`src/rtl/core/hsj_pkg.sv`:
```
// shared constants, codes and control structs for the halton jitter block
`default_nettype none
package hsj_pkg;

   localparam int CFG_W       = 14;
   localparam int FRAC_W      = 16;
   localparam int JIT_W       = 16;
   localparam int DATA_W      = 32;
   localparam int FRAME_W     = 32;
   localparam int PHASE_OUT_W = 4;
   localparam int SEQ_LEN_DEF = 16;

   // base-3 digit path: index, numerator and denominator (3^7 = 2187 fits)
   localparam int RAD_W     = 12;
   // floor(i/3) = (i * 2731) >> 13, exact for i < 4096
   localparam int RECIP3    = 2731;
   localparam int RECIP3_SH = 13;

   // shared restoring divider
   localparam int DVD_W       = 17;
   localparam int REM_W       = 14;
   localparam int QUO_W       = 17;
   localparam int CNT_W       = 5;
   localparam int RAD_STEPS   = 16;
   localparam int SCALE_STEPS = 17;

   localparam logic [CFG_W-1:0] WIDTH_RST  = 14'd1920;
   localparam logic [CFG_W-1:0] HEIGHT_RST = 14'd1080;

   typedef enum logic [0:0] {
      CSR_WIDTH  = 1'b0,
      CSR_HEIGHT = 1'b1
   } csr_idx_type;

   typedef struct packed {
      logic              start;
      logic [DVD_W-1:0]  dividend;
      logic [REM_W-1:0]  rem_init;
      logic [CFG_W-1:0]  divisor;
      logic [CNT_W-1:0]  steps;
   } div_cmd_type;

   typedef struct packed {
      logic              done;
      logic [QUO_W-1:0]  quotient;
   } div_rsp_type;

   typedef struct packed {
      logic              done;
      logic [RAD_W-1:0]  num;
      logic [RAD_W-1:0]  den;
   } dig_rsp_type;

endpackage
`default_nettype wire

```
`src/rtl/core/hsj_div.sv`:
```
// shared restoring divider, one quotient bit per cycle
`default_nettype none
module hsj_div
   import hsj_pkg::*;
(
   input  wire logic        clock,
   input  wire logic        reset,
   input  wire div_cmd_type cmd,
   output div_rsp_type      rsp
);

   logic [REM_W-1:0] rem_ff, rem_in;
   logic [DVD_W-1:0] dvd_ff, dvd_in;
   logic [QUO_W-1:0] quo_ff, quo_in;
   logic [CFG_W-1:0] div_ff, div_in;
   logic [CNT_W-1:0] cnt_ff, cnt_in;
   logic             busy_ff, busy_in;
   logic             done_ff, done_in;

   logic [REM_W:0]   trial;
   logic [REM_W:0]   diff;
   logic             fits;

   assign trial = {rem_ff, dvd_ff[DVD_W-1]};
   assign diff  = trial - {1'b0, div_ff};
   assign fits  = trial >= {1'b0, div_ff};

   always_comb begin
      rem_in  = rem_ff;
      dvd_in  = dvd_ff;
      quo_in  = quo_ff;
      div_in  = div_ff;
      cnt_in  = cnt_ff;
      busy_in = busy_ff;
      done_in = 1'b0;
      if (cmd.start) begin
         rem_in  = cmd.rem_init;
         dvd_in  = cmd.dividend;
         quo_in  = '0;
         div_in  = cmd.divisor;
         cnt_in  = cmd.steps;
         busy_in = 1'b1;
      end else if (busy_ff) begin
         rem_in = fits ? diff[REM_W-1:0] : trial[REM_W-1:0];
         dvd_in = {dvd_ff[DVD_W-2:0], 1'b0};
         quo_in = {quo_ff[QUO_W-2:0], fits};
         cnt_in = cnt_ff - CNT_W'(1);
         if (cnt_ff == CNT_W'(1)) begin
            busy_in = 1'b0;
            done_in = 1'b1;
         end
      end
   end

   always_ff @(posedge clock) begin
      if (reset) begin
         busy_ff <= 1'b0;
         done_ff <= 1'b0;
         cnt_ff  <= '0;
      end else begin
         busy_ff <= busy_in;
         done_ff <= done_in;
         cnt_ff  <= cnt_in;
      end
      rem_ff <= rem_in;
      dvd_ff <= dvd_in;
      quo_ff <= quo_in;
      div_ff <= div_in;
   end

   assign rsp.done     = done_ff;
   assign rsp.quotient = quo_ff;

endmodule
`default_nettype wire

```
`src/rtl/core/hsj_rad3.sv`:
```
// base-3 digit extractor: builds numerator and denominator of the radical inverse
`default_nettype none
module hsj_rad3
   import hsj_pkg::*;
(
   input  wire logic             clock,
   input  wire logic             reset,
   input  wire logic             start,
   input  wire logic [RAD_W-1:0] idx,
   output dig_rsp_type           rsp
);

   logic [RAD_W-1:0]   i_ff, i_in;
   logic [RAD_W-1:0]   num_ff, num_in;
   logic [RAD_W-1:0]   den_ff, den_in;
   logic               busy_ff, busy_in;
   logic               done_ff, done_in;

   logic [2*RAD_W-1:0] prod;
   logic [RAD_W-1:0]   quo;
   logic [RAD_W-1:0]   three_q;
   logic [1:0]         digit;

   // divide by three through the reciprocal
   assign prod    = i_ff * RAD_W'(RECIP3);
   assign quo     = RAD_W'(prod >> RECIP3_SH);
   assign three_q = quo + {quo[RAD_W-2:0], 1'b0};
   assign digit   = 2'(i_ff - three_q);

   always_comb begin
      i_in    = i_ff;
      num_in  = num_ff;
      den_in  = den_ff;
      busy_in = busy_ff;
      done_in = 1'b0;
      if (start) begin
         i_in    = idx;
         num_in  = '0;
         den_in  = RAD_W'(1);
         busy_in = 1'b1;
      end else if (busy_ff) begin
         num_in = num_ff + {num_ff[RAD_W-2:0], 1'b0} + RAD_W'(digit);
         den_in = den_ff + {den_ff[RAD_W-2:0], 1'b0};
         i_in   = quo;
         if (quo == '0) begin
            busy_in = 1'b0;
            done_in = 1'b1;
         end
      end
   end

   always_ff @(posedge clock) begin
      if (reset) begin
         busy_ff <= 1'b0;
         done_ff <= 1'b0;
      end else begin
         busy_ff <= busy_in;
         done_ff <= done_in;
      end
      i_ff   <= i_in;
      num_ff <= num_in;
      den_ff <= den_in;
   end

   assign rsp.done = done_ff;
   assign rsp.num  = num_ff;
   assign rsp.den  = den_ff;

endmodule
`default_nettype wire

```
`src/rtl/core/halton_subpixel_jitter_top.sv`:
```
// halton sub-pixel jitter: sequencer, frame counters and output register
//
//   channel | direction | handshake          | payload
//   req     | in        | req_valid/stall    | proj_x, proj_y, advance
//   rsp     | out       | rsp_valid/stall    | jitter_x/y, out_x/y, seq_phase, frame_count
//   csr     | in        | csr_wr_en          | csr_index, csr_wdata
//
// one item at a time; the result is offered once the item has passed the base-3 digit
// loop, whose length follows the number of base-3 digits of the index, and the divider:
// 16 bits for the base-3 fraction and 17 bits for each viewport scaling, one bit per
// cycle, with the state machine handing over between the steps.
// reset is synchronous and returns the frame and phase counters to zero.
// a stalled result holds in the output register while the next item already runs.
`default_nettype none
module halton_subpixel_jitter_top
   import hsj_pkg::*;
#(
   parameter int SEQ_LEN = SEQ_LEN_DEF
)
(
   input  wire logic                     clock,
   input  wire logic                     reset,
   input  wire logic                     req_valid,
   output logic                          req_stall,
   input  wire logic signed [DATA_W-1:0] req_proj_x,
   input  wire logic signed [DATA_W-1:0] req_proj_y,
   input  wire logic                     req_advance,
   output logic                          rsp_valid,
   input  wire logic                     rsp_stall,
   output logic signed [JIT_W-1:0]       rsp_jitter_x,
   output logic signed [JIT_W-1:0]       rsp_jitter_y,
   output logic signed [DATA_W-1:0]      rsp_out_x,
   output logic signed [DATA_W-1:0]      rsp_out_y,
   output logic [PHASE_OUT_W-1:0]        rsp_seq_phase,
   output logic [FRAME_W-1:0]            rsp_frame_count,
   input  wire logic                     csr_wr_en,
   input  wire csr_idx_type              csr_index,
   input  wire logic [CFG_W-1:0]         csr_wdata
);

   localparam int PH_W  = (SEQ_LEN > 1) ? $clog2(SEQ_LEN) : 1;
   localparam int IDX_W = $clog2(SEQ_LEN + 1);

   typedef enum logic [5:0] {
      ST_IDLE  = 6'b000001,
      ST_DIGIT = 6'b000010,
      ST_DIV3  = 6'b000100,
      ST_DIVX  = 6'b001000,
      ST_DIVY  = 6'b010000,
      ST_EMIT  = 6'b100000
   } state_type;

   function automatic logic [JIT_W-1:0] mag_of(input logic [JIT_W-1:0] j);
      return j[JIT_W-1] ? (~j + JIT_W'(1)) : j;
   endfunction

   function automatic logic [DATA_W-1:0] sat_add(input logic [DATA_W-1:0] p,
                                                 input logic [JIT_W-1:0]  j,
                                                 input logic [QUO_W-1:0]  q);
      logic [QUO_W:0]    sq;
      logic [DATA_W+1:0] sum;
      logic [DATA_W-1:0] res;
      sq  = j[JIT_W-1] ? (~{1'b0, q} + (QUO_W+1)'(1)) : {1'b0, q};
      sum = {{2{p[DATA_W-1]}}, p} + {{(DATA_W+1-QUO_W){sq[QUO_W]}}, sq};
      if (sum[DATA_W+1:DATA_W-1] == 3'b000 || sum[DATA_W+1:DATA_W-1] == 3'b111) begin
         res = sum[DATA_W-1:0];
      end else if (sum[DATA_W+1]) begin
         res = {1'b1, {(DATA_W-1){1'b0}}};
      end else begin
         res = {1'b0, {(DATA_W-1){1'b1}}};
      end
      return res;
   endfunction

   state_type         state_ff, state_in;
   logic [CFG_W-1:0]  width_ff, height_ff;
   logic [FRAME_W-1:0] frame_ff, frame_in;
   logic [PH_W-1:0]   phase_ff, phase_in;

   logic [DATA_W-1:0] px_ff, py_ff;
   logic [FRAME_W-1:0] frame_q_ff;
   logic [PH_W-1:0]   phase_q_ff;
   logic [JIT_W-1:0]  jx_ff, jx_in;
   logic [JIT_W-1:0]  jy_ff, jy_in;
   logic [QUO_W-1:0]  sx_ff, sx_in;
   logic [QUO_W-1:0]  sy_ff, sy_in;

   logic              rsp_valid_ff, rsp_valid_in;
   logic [JIT_W-1:0]  rsp_jx_ff, rsp_jy_ff;
   logic [DATA_W-1:0] rsp_ox_ff, rsp_oy_ff;
   logic [PHASE_OUT_W-1:0] rsp_ph_ff;
   logic [FRAME_W-1:0] rsp_fc_ff;

   logic              accept;
   logic              load_out;
   logic [IDX_W-1:0]  idx;
   logic [FRAC_W-1:0] frac2;
   logic [FRAC_W-1:0] frac3;
   logic [CFG_W-1:0]  width_eff, height_eff;
   logic [PH_W+PHASE_OUT_W-1:0] phase_ext;

   div_cmd_type       div_cmd;
   div_rsp_type       div_rsp;
   dig_rsp_type       dig_rsp;

   assign accept   = req_valid && !req_stall;
   assign req_stall = (state_ff != ST_IDLE);
   assign load_out = (state_ff == ST_EMIT) && (!rsp_valid_ff || !rsp_stall);

   assign idx        = IDX_W'(phase_ff) + IDX_W'(1);
   assign width_eff  = (width_ff == '0) ? CFG_W'(1) : width_ff;
   assign height_eff = (height_ff == '0) ? CFG_W'(1) : height_ff;
   assign frac3      = div_rsp.quotient[FRAC_W-1:0];
   assign phase_ext  = {{PHASE_OUT_W{1'b0}}, phase_q_ff};

   // base-2 radical inverse is the index bit-reversed behind the binary point
   always_comb begin
      frac2 = '0;
      for (int b = 0; b < IDX_W; b++) begin
         frac2[FRAC_W-1-b] = idx[b];
      end
   end

   hsj_rad3 u_rad3 (
      .clock (clock),
      .reset (reset),
      .start (accept),
      .idx   (RAD_W'(idx)),
      .rsp   (dig_rsp)
   );

   hsj_div u_div (
      .clock (clock),
      .reset (reset),
      .cmd   (div_cmd),
      .rsp   (div_rsp)
   );

   always_comb begin
      state_in = state_ff;
      jx_in    = jx_ff;
      jy_in    = jy_ff;
      sx_in    = sx_ff;
      sy_in    = sy_ff;
      div_cmd  = '0;
      unique case (state_ff)
         ST_IDLE: begin
            if (accept) begin
               jx_in    = {~frac2[FRAC_W-1], frac2[FRAC_W-2:0]};
               state_in = ST_DIGIT;
            end
         end
         ST_DIGIT: begin
            if (dig_rsp.done) begin
               div_cmd.start    = 1'b1;
               div_cmd.rem_init = REM_W'(dig_rsp.num);
               div_cmd.divisor  = CFG_W'(dig_rsp.den);
               div_cmd.steps    = CNT_W'(RAD_STEPS);
               state_in         = ST_DIV3;
            end
         end
         ST_DIV3: begin
            if (div_rsp.done) begin
               jy_in            = {~frac3[FRAC_W-1], frac3[FRAC_W-2:0]};
               div_cmd.start    = 1'b1;
               div_cmd.dividend = {mag_of(jx_ff), 1'b0};
               div_cmd.divisor  = width_eff;
               div_cmd.steps    = CNT_W'(SCALE_STEPS);
               state_in         = ST_DIVX;
            end
         end
         ST_DIVX: begin
            if (div_rsp.done) begin
               sx_in            = div_rsp.quotient;
               div_cmd.start    = 1'b1;
               div_cmd.dividend = {mag_of(jy_ff), 1'b0};
               div_cmd.divisor  = height_eff;
               div_cmd.steps    = CNT_W'(SCALE_STEPS);
               state_in         = ST_DIVY;
            end
         end
         ST_DIVY: begin
            if (div_rsp.done) begin
               sy_in    = div_rsp.quotient;
               state_in = ST_EMIT;
            end
         end
         ST_EMIT: begin
            if (load_out) begin
               state_in = ST_IDLE;
            end
         end
         default: state_in = ST_IDLE;
      endcase
   end

   // counters step at a transfer in with advance set; the item keeps its own copy
   always_comb begin
      frame_in = frame_ff;
      phase_in = phase_ff;
      if (accept && req_advance) begin
         frame_in = frame_ff + FRAME_W'(1);
         if (frame_in == '0 || phase_ff == PH_W'(SEQ_LEN - 1)) begin
            phase_in = '0;
         end else begin
            phase_in = phase_ff + PH_W'(1);
         end
      end
   end

   assign rsp_valid_in = load_out || (rsp_valid_ff && rsp_stall);

   always_ff @(posedge clock) begin
      if (reset) begin
         state_ff     <= ST_IDLE;
         width_ff     <= WIDTH_RST;
         height_ff    <= HEIGHT_RST;
         frame_ff     <= '0;
         phase_ff     <= '0;
         rsp_valid_ff <= 1'b0;
      end else begin
         state_ff     <= state_in;
         frame_ff     <= frame_in;
         phase_ff     <= phase_in;
         rsp_valid_ff <= rsp_valid_in;
         if (csr_wr_en) begin
            unique case (csr_index)
               CSR_WIDTH:  width_ff  <= csr_wdata;
               CSR_HEIGHT: height_ff <= csr_wdata;
               default:    ;
            endcase
         end
      end
      if (accept) begin
         px_ff      <= req_proj_x;
         py_ff      <= req_proj_y;
         frame_q_ff <= frame_ff;
         phase_q_ff <= phase_ff;
      end
      jx_ff <= jx_in;
      jy_ff <= jy_in;
      sx_ff <= sx_in;
      sy_ff <= sy_in;
      if (load_out) begin
         rsp_jx_ff <= jx_ff;
         rsp_jy_ff <= jy_ff;
         rsp_ox_ff <= sat_add(px_ff, jx_ff, sx_ff);
         rsp_oy_ff <= sat_add(py_ff, jy_ff, sy_ff);
         rsp_ph_ff <= phase_ext[PHASE_OUT_W-1:0];
         rsp_fc_ff <= frame_q_ff;
      end
   end

   assign rsp_valid       = rsp_valid_ff;
   assign rsp_jitter_x    = rsp_jx_ff;
   assign rsp_jitter_y    = rsp_jy_ff;
   assign rsp_out_x       = rsp_ox_ff;
   assign rsp_out_y       = rsp_oy_ff;
   assign rsp_seq_phase   = rsp_ph_ff;
   assign rsp_frame_count = rsp_fc_ff;

endmodule
`default_nettype wire

```
`config.mk`:
```
export PLATFORM = sky130hd
export DESIGN_NAME = halton_subpixel_jitter_top
export DESIGN_NICKNAME = d
export VERILOG_FILES = /design/src/rtl/core/hsj_pkg.sv /design/src/rtl/core/hsj_div.sv /design/src/rtl/core/hsj_rad3.sv /design/src/rtl/core/halton_subpixel_jitter_top.sv
export SDC_FILE = /design/constraint.sdc
export NUM_CORES = 1
export LEC_CHECK = 0
export BUFFER_PORTS_ARGS = -buffer_cell sky130_fd_sc_hd__buf_4
export CELL_PAD_IN_SITES_DETAIL_PLACEMENT = 1
export CELL_PAD_IN_SITES_GLOBAL_PLACEMENT = 1
export CORE_UTILIZATION = 44
export CTS_CLUSTER_SIZE = 40
export DETAILED_ROUTE_END_ITERATION = 12
export PLACE_DENSITY_LB_ADDON = 0.25
export SYNTH_ARGS = -nofsm -noshare
export SYNTH_HDL_FRONTEND = slang
export SYNTH_HIERARCHICAL = 1
export SYNTH_SLANG_ARGS = --single-unit
```
`constraint.sdc`:
```
create_clock -name clock -period 7.5 [get_ports clock]
set_input_delay 0 -clock clock [delete_from_list [all_inputs] [get_ports clock]]
set_output_delay 0 -clock clock [all_outputs]
set_load 0.02 [all_outputs]
```
==> impl_results.md, run 1 <==
- R2R setup slack: 0.37 ns
- Critical setup path kind: flop to flop
- Worst-Skew Late Latency: 0.61 ns
- First-pass GRT wire length: 115 mm
- Slowest cell on crit path: fa_1
- Worst-case hold path end point: height_ff[0]
- Num ports: 219
- Max_cap viols: 0
- Final Hold Fails: 0
- Vias in the first global route: 21.0k
- Total routed wirelength: 72.4 mm
- Count leader, synth: edfxtp_1
- Synth Instances: 2,419
- Synth unique cells: 104
- Setup TNS: 0 ns
- DR iter-0 viols: 918
- Hold path cells: 4
- H-tree depth: 2
- Area growth syn-to-layout: 19.5%
- Top-area cell type share of the netlist area: 38.2%
- Fraction of layout cells with a size suffix above 1: 15.1%
- Mean Syn Cell Area: 10.8 µm²
- Fmax: 0.140 GHz
- IO buf count: 207
- Synth area leader: edfxtp_1
- Gr usage total: 24.0%
- Startpoint Class: flop
- Final core utilization: 53.6%
- #FFs+latches synth: 451
- CP max stage delay: 0.54 ns
- Hold_sp: csr_wr_en
- Gr ovfl total: 0
- Most used DFF post-synth: edfxtp_1
- Antenna Violating Nets Remaining: 0
- CTS tree: built
- Worst path required time: 8.01 ns
- Crit end category: flop
- Top cells by count, synth: edfxtp_1 (331), nand2_1 (212), ha_1 (200)
- Hold Path Class: input port to flop
- RR Endpoint: u_rad3/num_ff[11]
- # setup viols final: 0
- Arrival @ worst endpoint: 7.64 ns
- CP dominant cell by count: inv_1
- Asr flop ratio synth: 0%
- Cts bufs inserted: 51
- Tightest Pin Transition: 1.17 ns
- Clock Sink Count: 451
- RePlAce Congestion: 0.897
- Final Max Tran Viols: 0
- Tcrit/Tclk final: 95.1%
- Clk buf depth: 3
- Via count: 19.7k
- Post-route minimum period: 7.13 ns
- CP max FO: 3
- Post-synth EDFFs: 331
- DRC: 0
- Mapped Area: 0.0260 mm²
- CORE AREA: 0.0580 mm²
- Drt pass-1 iters: 8
- Area contributors post-synth: edfxtp_1 (38%), ha_1 (9.6%), dfxtp_1 (9.2%)
- Starting Density: 44.8%
- Slew HR: 21.8%
- Register area share after synthesis: 47.5%
- Outcome: completed
- RSZ-0062 raised after global routing: false
- CTS clock-pin slew for the worst setup and hold paths: 0.06 ns
- Reg-to-Reg Start: u_rad3/i_ff[7]
- DR vias/cell: 5.57
- Largest net degree at the start of global routing: 111
- Fin nets: 3,047
- Die Span Y: 245 µm
- WL per Instance: 20.5 µm
- Worst R2R Path Depth: 33
- DIE AREA: 0.0601 mm²
- CTS root buffer: clkbuf_16
- Clock skew: 0.0400 ns
- Worst hold margin: 0.0379 ns
- Ys Warns: 6
- Rows: 88
- Hpwl dp: 52.3 mm
- Die width: 245 µm
- Antenna violations before repair: 1
-- routing by layer --
layer,global-route usage (%),wire length [µm],part of all wire [%]
met1,29.1,30200,42
met4,7.61,2120,2.9
met5,0,0,0
met2,44.0,37700,52
met3,2.54,2410,3.3
-- timing repair --
action,in CTS,in global routing
hold buffers,85,0
setup buffers,0,6
gates resized for setup,0,20
setup endpoints to repair,0,5
endpoints found under the hold margin,112,0
-- final cells by class --
class	instances	area, µm²
Sequential cell	451	12300
Multi-Input combinational cell	1741	12800
Inverter	152	571
Antenna cell	1	2.50
Tap cell	765	957
Clock buffer	70	1490
Clock inverter	26	275
Timing Repair Buffer	321	2640
Fill cell	6198	27000
-- cell usage in the layout, fill, tap and decap left out, types with 96 or more instances in the layout --
master	count
edfxtp_1	331
o21ai_0	98
buf_4	234
inv_1	151
a21oi_1	173
nand2_1	212
nor2_1	176
xnor2_1	96
ha_1	194
dfxtp_1	120
-- through the flow --
stage,instance area (µm²),cells,setup WS [ns]
after floorplan,26100,2442,0.191
after global placement,28300,3339,0.317
after detailed placement,28300,3339,0.0910
after CTS,30900,3520,0.0263
after global routing,31100,3527,0.0331
final,31100,3527,0.366
-- worst max path at each step --
stage / from / endpoint / slack [ns] / cells past startpoint
after detailed placement: u_rad3/i_ff[5] / u_rad3/num_ff[11] / 0.09 / 32
after global placement: u_rad3/i_ff[5] / u_rad3/num_ff[11] / 0.32 / 33
after floorplan: state_ff[1] / rsp_frame_count[0] / 0.19 / 4
after CTS: u_rad3/i_ff[5] / u_rad3/num_ff[11] / 0.03 / 32
after global routing: u_rad3/i_ff[5] / u_rad3/num_ff[11] / 0.03 / 33
final: u_rad3/i_ff[7] / u_rad3/num_ff[11] / 0.37 / 33
-- critical path, delay by kind of cell (launching register included) --
kind,cells,cell delay (ns)
AOI/OAI and AO/OA,11,1.74
xor gates and xnor gates,2,0.37
adders and majority gates,10,3.57
buffers and inverters,8,0.65
DFF,1,0.43
and+or+nand+nor,2,0.31
-- state kept, by name, summed over array words and instances, names as in the netlist, 32 cells and up --
name and cells:
rsp_frame_count 32, frame_q_ff 32, frame_ff 32, rsp_out_x 32
px_ff 32, py_ff 32, rsp_out_y 32
-- logic make-up (layout without fill, tap and decap cells) --
group / count (synthesis) / after routing / share of synthesized area (%)
muxes: 56 / 56 / 2.27
adders and majority gates: 252 / 252 / 13.3
AOI/OAI and AO/OA: 542 / 542 / 13.8
and+or+nand+nor: 693 / 693 / 13.1
other: 2 / 26 / 0.0289
xor gates and xnor gates: 173 / 173 / 5.93
buffers and inverters: 250 / 569 / 4.15
DFF: 451 / 451 / 47.5
Power of run 1 is not shown: default switching activity piles up to over one toggle a cycle in this logic, so the estimate is an artifact.
==> inputs of run 2 (changes only) <==
--- a/config.mk
+++ b/config.mk
@@ -8,8 +8,7 @@
 export BUFFER_PORTS_ARGS = -buffer_cell sky130_fd_sc_hd__buf_4
 export CELL_PAD_IN_SITES_DETAIL_PLACEMENT = 1
 export CELL_PAD_IN_SITES_GLOBAL_PLACEMENT = 1
-export CORE_UTILIZATION = 44
-export CTS_CLUSTER_SIZE = 40
+export CORE_UTILIZATION = 40
 export DETAILED_ROUTE_END_ITERATION = 12
 export PLACE_DENSITY_LB_ADDON = 0.25
 export SYNTH_ARGS = -nofsm -noshare
==> constraint.sdc (replaced) <==
create_clock -name clock -period 8.3 [get_ports clock]
set_input_delay 0 -clock clock [delete_from_list [all_inputs] [get_ports clock]]
set_output_delay 0 -clock clock [all_outputs]
set_load 0.02 [all_outputs]
==> run 2 against run 1 <==
  * First-iteration DRC count up 7.3%
  * Routed wire length down 0.35%
  * Die area up 9.9%
  * Flip-flop and latch count unchanged
  * Critical path type unchanged
==> impl_results.md, run 2 (synthesis results as in run 1) <==
- Via count: 19.6k (-0.046%)
- CORE AREA: 0.0643 mm² (+11%)
- WL per Instance: 20.1 µm (-2.3%)
- Final Hold Fails: 0 (unchanged)
- M1 GR Usage: 25.9% (-3.2 points)
- Cts bufs inserted: 50 (-2.0%)
- Startpoint Class: flop
- Fillers: 7,022 (+13%)
- Gr ovfl total: 0 (unchanged)
- H-tree depth: 2 (unchanged)
- Fin nets: 3,030 (-0.56%)
- Clk buf depth: 3 (unchanged)
- Area growth syn-to-layout: 19.1%
- Commonest cells after routing, fill and taps aside: edfxtp_1 (331), buf_4 (221), nand2_1 (212)
- DR vias/cell: 5.46 (-2.0%)
- Worst path required time: 8.81 ns (+0.80 ns)
- CTS tree: built
- Vias in the first global route: 20.9k (-0.69%)
- Largest net degree at the start of global routing: 80 (-28%)
- Busiest grt layer: met2
- Max_cap viols: 0 (unchanged)
- Fraction of layout cells with a size suffix above 1: 14.0% (-1.1 points)
- DIE AREA: 0.0660 mm² (+9.9%)
- Setup TNS: 0 ns (unchanged)
- RePlAce Congestion: 0.862 (-3.9%)
- Antenna Violating Nets Remaining: 0 (unchanged)
- Finished Layout Cells: 3,598 (+2.0%)
- DRC: 0 (unchanged)
- IO buf count: 207 (unchanged)
- R2R setup slack: 0.57 ns (+0.20 ns)
- Fmax: 0.129 GHz (-7.7%)
- Total routed wirelength: 72.2 mm (-0.35%)
- Clock Sink Count: 451 (unchanged)
- Clock skew: 0.0196 ns (-0.0204 ns)
- CP max FO: 5 (+2)
- Drt pass-1 iters: 5 (-3)
- WP buf/inv: 7 (-1)
- Slowest cell on crit path: fa_1
- Tightest Pin Transition: 1.02 ns (-0.157 ns)
- DR iter-0 viols: 985 (+7.3%)
- Area of the multi-input gates: 0.0127 mm² (-0.80%)
- Antenna violations before repair: 0 (-1)
- Post-route minimum period: 7.73 ns (+0.595 ns)
- Sequential cell area: 0.0123 mm² (unchanged)
- Pre-CTS setup slack: 0.495 ns (+0.404 ns)
- # setup viols final: 0 (unchanged)
- Final core utilization: 48.1% (-5.4 points)
- CTS clock-pin slew for the worst setup and hold paths: 0.06 ns (about the same)
- Rows: 93 (+5.7%)
- RSZ-0062 raised after global routing: false
- Gr usage total: 21.6% (-2.3 points)
- Arrival @ worst endpoint: 8.24 ns (+0.60 ns)
- Worst-Skew Late Latency: 0.60 ns (about the same)
- Critical setup path kind: flop to flop
- First-pass GRT wire length: 114 mm (-0.38%)
- CP max stage delay: 0.52 ns (-0.02 ns)
- Num ports: 219 (unchanged)
- CTS root buffer: clkbuf_16
- Inst Count DP: 3,420 (+2.4%)
- Hpwl dp: 52.4 mm (+0.35%)
- Met2 usage in global routing: 39.0% (-5.0 points)
- CP top delay family: adder cells
- Starting Density: 40.4% (-4.4 points)
- Hold Path Class: input port to flop
- Crit end category: flop
- Die width: 257 µm (+4.8%)
- Tcrit/Tclk final: 93.1% (-2.0 points)
- Final Max Tran Viols: 0 (unchanged)
- Grt met3 use: 3.48% (+0.94 points)
- Diodes inserted: 0 (-1)
- Commonest non-fill, non-tap cell in the layout: edfxtp_1
- Die Span Y: 257 µm (+4.8%)
- Outcome: completed
- Setup ws final: 0.571 ns (+0.205 ns)
- CP dominant cell by count: inv_1
- Slew HR: 32.1% (+10 points)
[run 2: cell count changes in the layout (fill, tap and decap cells not counted), moves of 4 or more]
cell / previous run / this run
buf_4: 234 / 221
bufinv_16: 3 / 8
clkbuf_8: 8 / 4
clkinvlp_4: 4 / 8
ha_1: 194 / 200
ha_4: 4 / 0
[run 2: worst reg2reg max path, delay by kind of cell (launching register included)]
family	cells	cell delay (ns)
compound gates	9	1.90
fa+ha+maj	10	3.74
simple gates	3	0.37
buf+inv	7	0.41
flops	1	0.50
xor+xnor	3	0.70
[run 2: path summary, 6_finish.rpt]
check	start	to	cells past startpoint
setup / recovery	u_rad3/i_ff[5]	u_rad3/num_ff[11]	32
hold / removal	csr_wr_en	width_ff[0]	4
setup reg to reg	u_rad3/i_ff[5]	u_rad3/num_ff[11]	32
hold reg to reg	frame_q_ff[0]	rsp_frame_count[0]	0
[run 2: routing by layer]
metal  share of wire [%]  wire (µm)
met4                 3.2       2290
met1                  42      30500
met5                   0          0
met2                  51      36700
met3                 3.7       2690
[run 2: layout make-up]
cell class | count | share of cell area (%)
timing repair buffer | 305 | 8.07
tap | 855 | 3.45
multi-input combinational | 1741 | 41.0
clock buffer | 61 | 4.44
sequential | 451 | 39.8
inverter | 152 | 1.84
clock inverter | 33 | 1.39
[run 2: metrics by stage]
stage	cell area, µm²	hold slack, ns
final	31000	0.0506
after global routing	31000	0.0874
after CTS	31000	0.0278
after detailed placement	28300	0.179
after global placement	28300	0.180
after floorplan	26100	0.0707
[run 2: timing repair]
action | CTS | global route
setup endpoints to repair | 0 | 1
hold buffers | 84 | 0
gates resized for setup | 0 | 1
setup buffers | 0 | 0
endpoints found under the hold margin | 101 | 0
Power of run 2 is left out for the same reason.
==> inputs of run 3 (changes only) <==
--- a/config.mk
+++ b/config.mk
@@ -8,9 +8,10 @@
 export BUFFER_PORTS_ARGS = -buffer_cell sky130_fd_sc_hd__buf_4
 export CELL_PAD_IN_SITES_DETAIL_PLACEMENT = 1
 export CELL_PAD_IN_SITES_GLOBAL_PLACEMENT = 1
-export CORE_UTILIZATION = 40
+export CORE_UTILIZATION = 52
 export DETAILED_ROUTE_END_ITERATION = 12
 export PLACE_DENSITY_LB_ADDON = 0.25
+export SETUP_SLACK_MARGIN = 0.4
 export SYNTH_ARGS = -nofsm -noshare
 export SYNTH_HDL_FRONTEND = slang
 export SYNTH_HIERARCHICAL = 1
==> constraint.sdc (replaced) <==
create_clock -name clock -period 9.3 [get_ports clock]
set_input_delay 0 -clock clock [delete_from_list [all_inputs] [get_ports clock]]
set_output_delay 0 -clock clock [all_outputs]
set_load 0.02 [all_outputs]
==> run 3 against run 2 <==
  * Count of clock-buffer cells in the layout rose by 4
  * Clock skew up 0.019 ns
  * Non-clock buffer count is 1 higher
  * Global-route usage increased by 10 points
  * Via count increased by 5.2%
  * First-iteration DRC count rose by 52%
  * Critical path depth stayed put
  * Critical endpoint unchanged
==> impl_results.md, run 3 (synthesis results as in run 1) <==
- CP top delay family: adder cells
- DR iter-0 viols: 1,498 (+52%)
- Reg-to-Reg Start: u_rad3/i_ff[5]
- Cts bufs inserted: 50 (unchanged)
- Startpoint Class: flop
- Die width: 226 µm (-12%)
- WP buf/inv: 7 (unchanged)
- CP startpoint: u_rad3/i_ff[5]
- Finished Layout Cells: 3,408 (-5.3%)
- Fraction of layout cells with a size suffix above 1: 13.8% (-0.22 points)
- Hold_sp: req_proj_x[2]
- Hold path cells: 2 (-2)
- Rows: 81 (-13%)
- Vias in the first global route: 22.2k (+6.3%)
- Die Span Y: 226 µm (-12%)
- Gr usage total: 31.6% (+10 points)
- RePlAce Congestion: 0.883 (+2.4%)
- Post-route minimum period: 7.77 ns (+0.0385 ns)
- Starting Density: 52.9% (+12 points)
- Antenna Violating Nets Remaining: 0 (unchanged)
- CORE AREA: 0.0492 mm² (-24%)
- Fin nets: 3,031 (+0.033%)
- Outcome: completed
- Final Max Tran Viols: 0 (unchanged)
- Antenna violations before repair: 0 (unchanged)
- # setup viols final: 0 (unchanged)
- Inst Count DP: 3,228 (-5.6%)
- Drt pass-1 iters: 8 (+3)
- Commonest non-fill, non-tap cell in the layout: edfxtp_1
- R2R setup slack: 1.53 ns (+0.96 ns)
- Post-route cell area: 0.0307 mm² (-1.0%)
- Largest net degree at the start of global routing: 80 (unchanged)
- Diodes inserted: 0 (unchanged)
- CP max FO: 5 (unchanged)
- CP max stage delay: 0.56 ns (+0.04 ns)
- Final Hold Fails: 0 (unchanged)
- Num ports: 219 (unchanged)
- Fmax: 0.129 GHz (-0.50%)
- Fillers: 5,188 (-26%)
- Clk buf depth: 3 (unchanged)
- DR vias/cell: 6.06 (+11%)
- H-tree depth: 2 (unchanged)
- Worst-Skew Late Latency: 0.62 ns (+0.02 ns)
- Setup TNS: 0 ns (unchanged)
- Arrival @ worst endpoint: 8.28 ns (+0.04 ns)
- DIE AREA: 0.0509 mm² (-23%)
- RR Endpoint: u_rad3/num_ff[11]
- Total routed wirelength: 80.5 mm (+11%)
- Crit end category: flop
- Setup Buffers After CTS: 0 (unchanged)
- DP Area: 0.0281 mm² (-0.87%)
- Slowest cell on crit path: fa_1
- Via count: 20.7k (+5.2%)
- CTS clock-pin slew for the worst setup and hold paths: 0.08 ns (+0.02 ns)
- Slew HR: 18.9% (-13 points)
- IO buf count: 207 (unchanged)
- RSZ-0062 raised after global routing: false
- Tightest Pin Transition: 1.21 ns (+0.198 ns)
- Clock skew: 0.0383 ns (+0.0187 ns)
- Commonest cells after routing, fill and taps aside: edfxtp_1 (331), buf_4 (220), nand2_1 (212)
- Gr ovfl total: 0 (unchanged)
- Tcrit/Tclk final: 83.5% (-9.6 points)
- DRC: 0 (unchanged)
- CTS root buffer: clkbuf_16
- WL per Instance: 23.6 µm (+18%)
- CTS tree: built
- Sequential cell area: 0.0123 mm² (unchanged)
- CP dominant cell by count: inv_1
- Max_cap viols: 0 (unchanged)
- First-pass GRT wire length: 125 mm (+9.1%)
- Worst setup path end: u_rad3/num_ff[11]
- Hold Path Class: input port to flop
- Clock Sink Count: 451 (unchanged)
- Worst R2R Path Depth: 32 (unchanged)
- Area growth syn-to-layout: 17.9%
- Hpwl dp: 54.1 mm (+3.2%)
- Worst path required time: 9.82 ns (+1.01 ns)
- Area of the multi-input gates: 0.0127 mm² (about the same)
- Critical setup path kind: flop to flop
- Worst hold margin: 0.107 ns (+0.0559 ns)
- Worst path depth: 32 (unchanged)
[run 3: worst min path at each step]
stage	slack, ns	to
2_1_floorplan	0.07	u_rad3/done_ff
3_3_place_gp	0.18	px_ff[28]
3_5_place_dp	0.18	py_ff[25]
4_1_cts	0.08	width_ff[2]
5_1_grt	0.09	py_ff[27]
6_report	0.11	px_ff[2]
[run 3: per-stage QoR]
| stage | worst slack [ns] | utilization (%) |
|---|---|---|
| CTS | 1.54 | 62.4 |
| global placement | 1.81 | 57.1 |
| global route | 1.15 | 62.4 |
| finish | 1.53 | 62.4 |
| detailed placement | 1.60 | 57.1 |
| floorplan | 1.99 | - |
[run 3: worst reg2reg max path, delay by kind of cell (launching register included)]
family | cells | cell delay, ns
simple gates | 3 | 0.37
compound gates | 9 | 1.97
fa+ha+maj | 10 | 3.77
flops | 1 | 0.53
xor+xnor | 3 | 0.63
buf+inv | 7 | 0.43
[run 3: cell type report]
cell class | count | share of cell area (%)
Clock buffer | 65 | 4.59
Clock inverter | 29 | 1.01
Inverter | 152 | 1.86
Multi-Input combinational cell | 1741 | 41.4
Sequential cell | 451 | 40.3
Tap cell | 664 | 2.71
Timing Repair Buffer | 306 | 8.19
[run 3: layer usage]
metal	global-route usage [%]	vias to the layer above	share of wire [%]
met4	12.9	0	4.1
met3	4.50	191	4.7
met2	57.6	664	52
met5	0	-	0
met1	37.1	10400	39
li1	-	9388	-
[run 3: timing repair]
action	4_1_cts	5_1_grt
hold endpoints to repair	102	0
setup endpoints to repair	0	0
resized for setup	0	0
hold buffers	86	0
Power of run 3 is left out for the same reason.
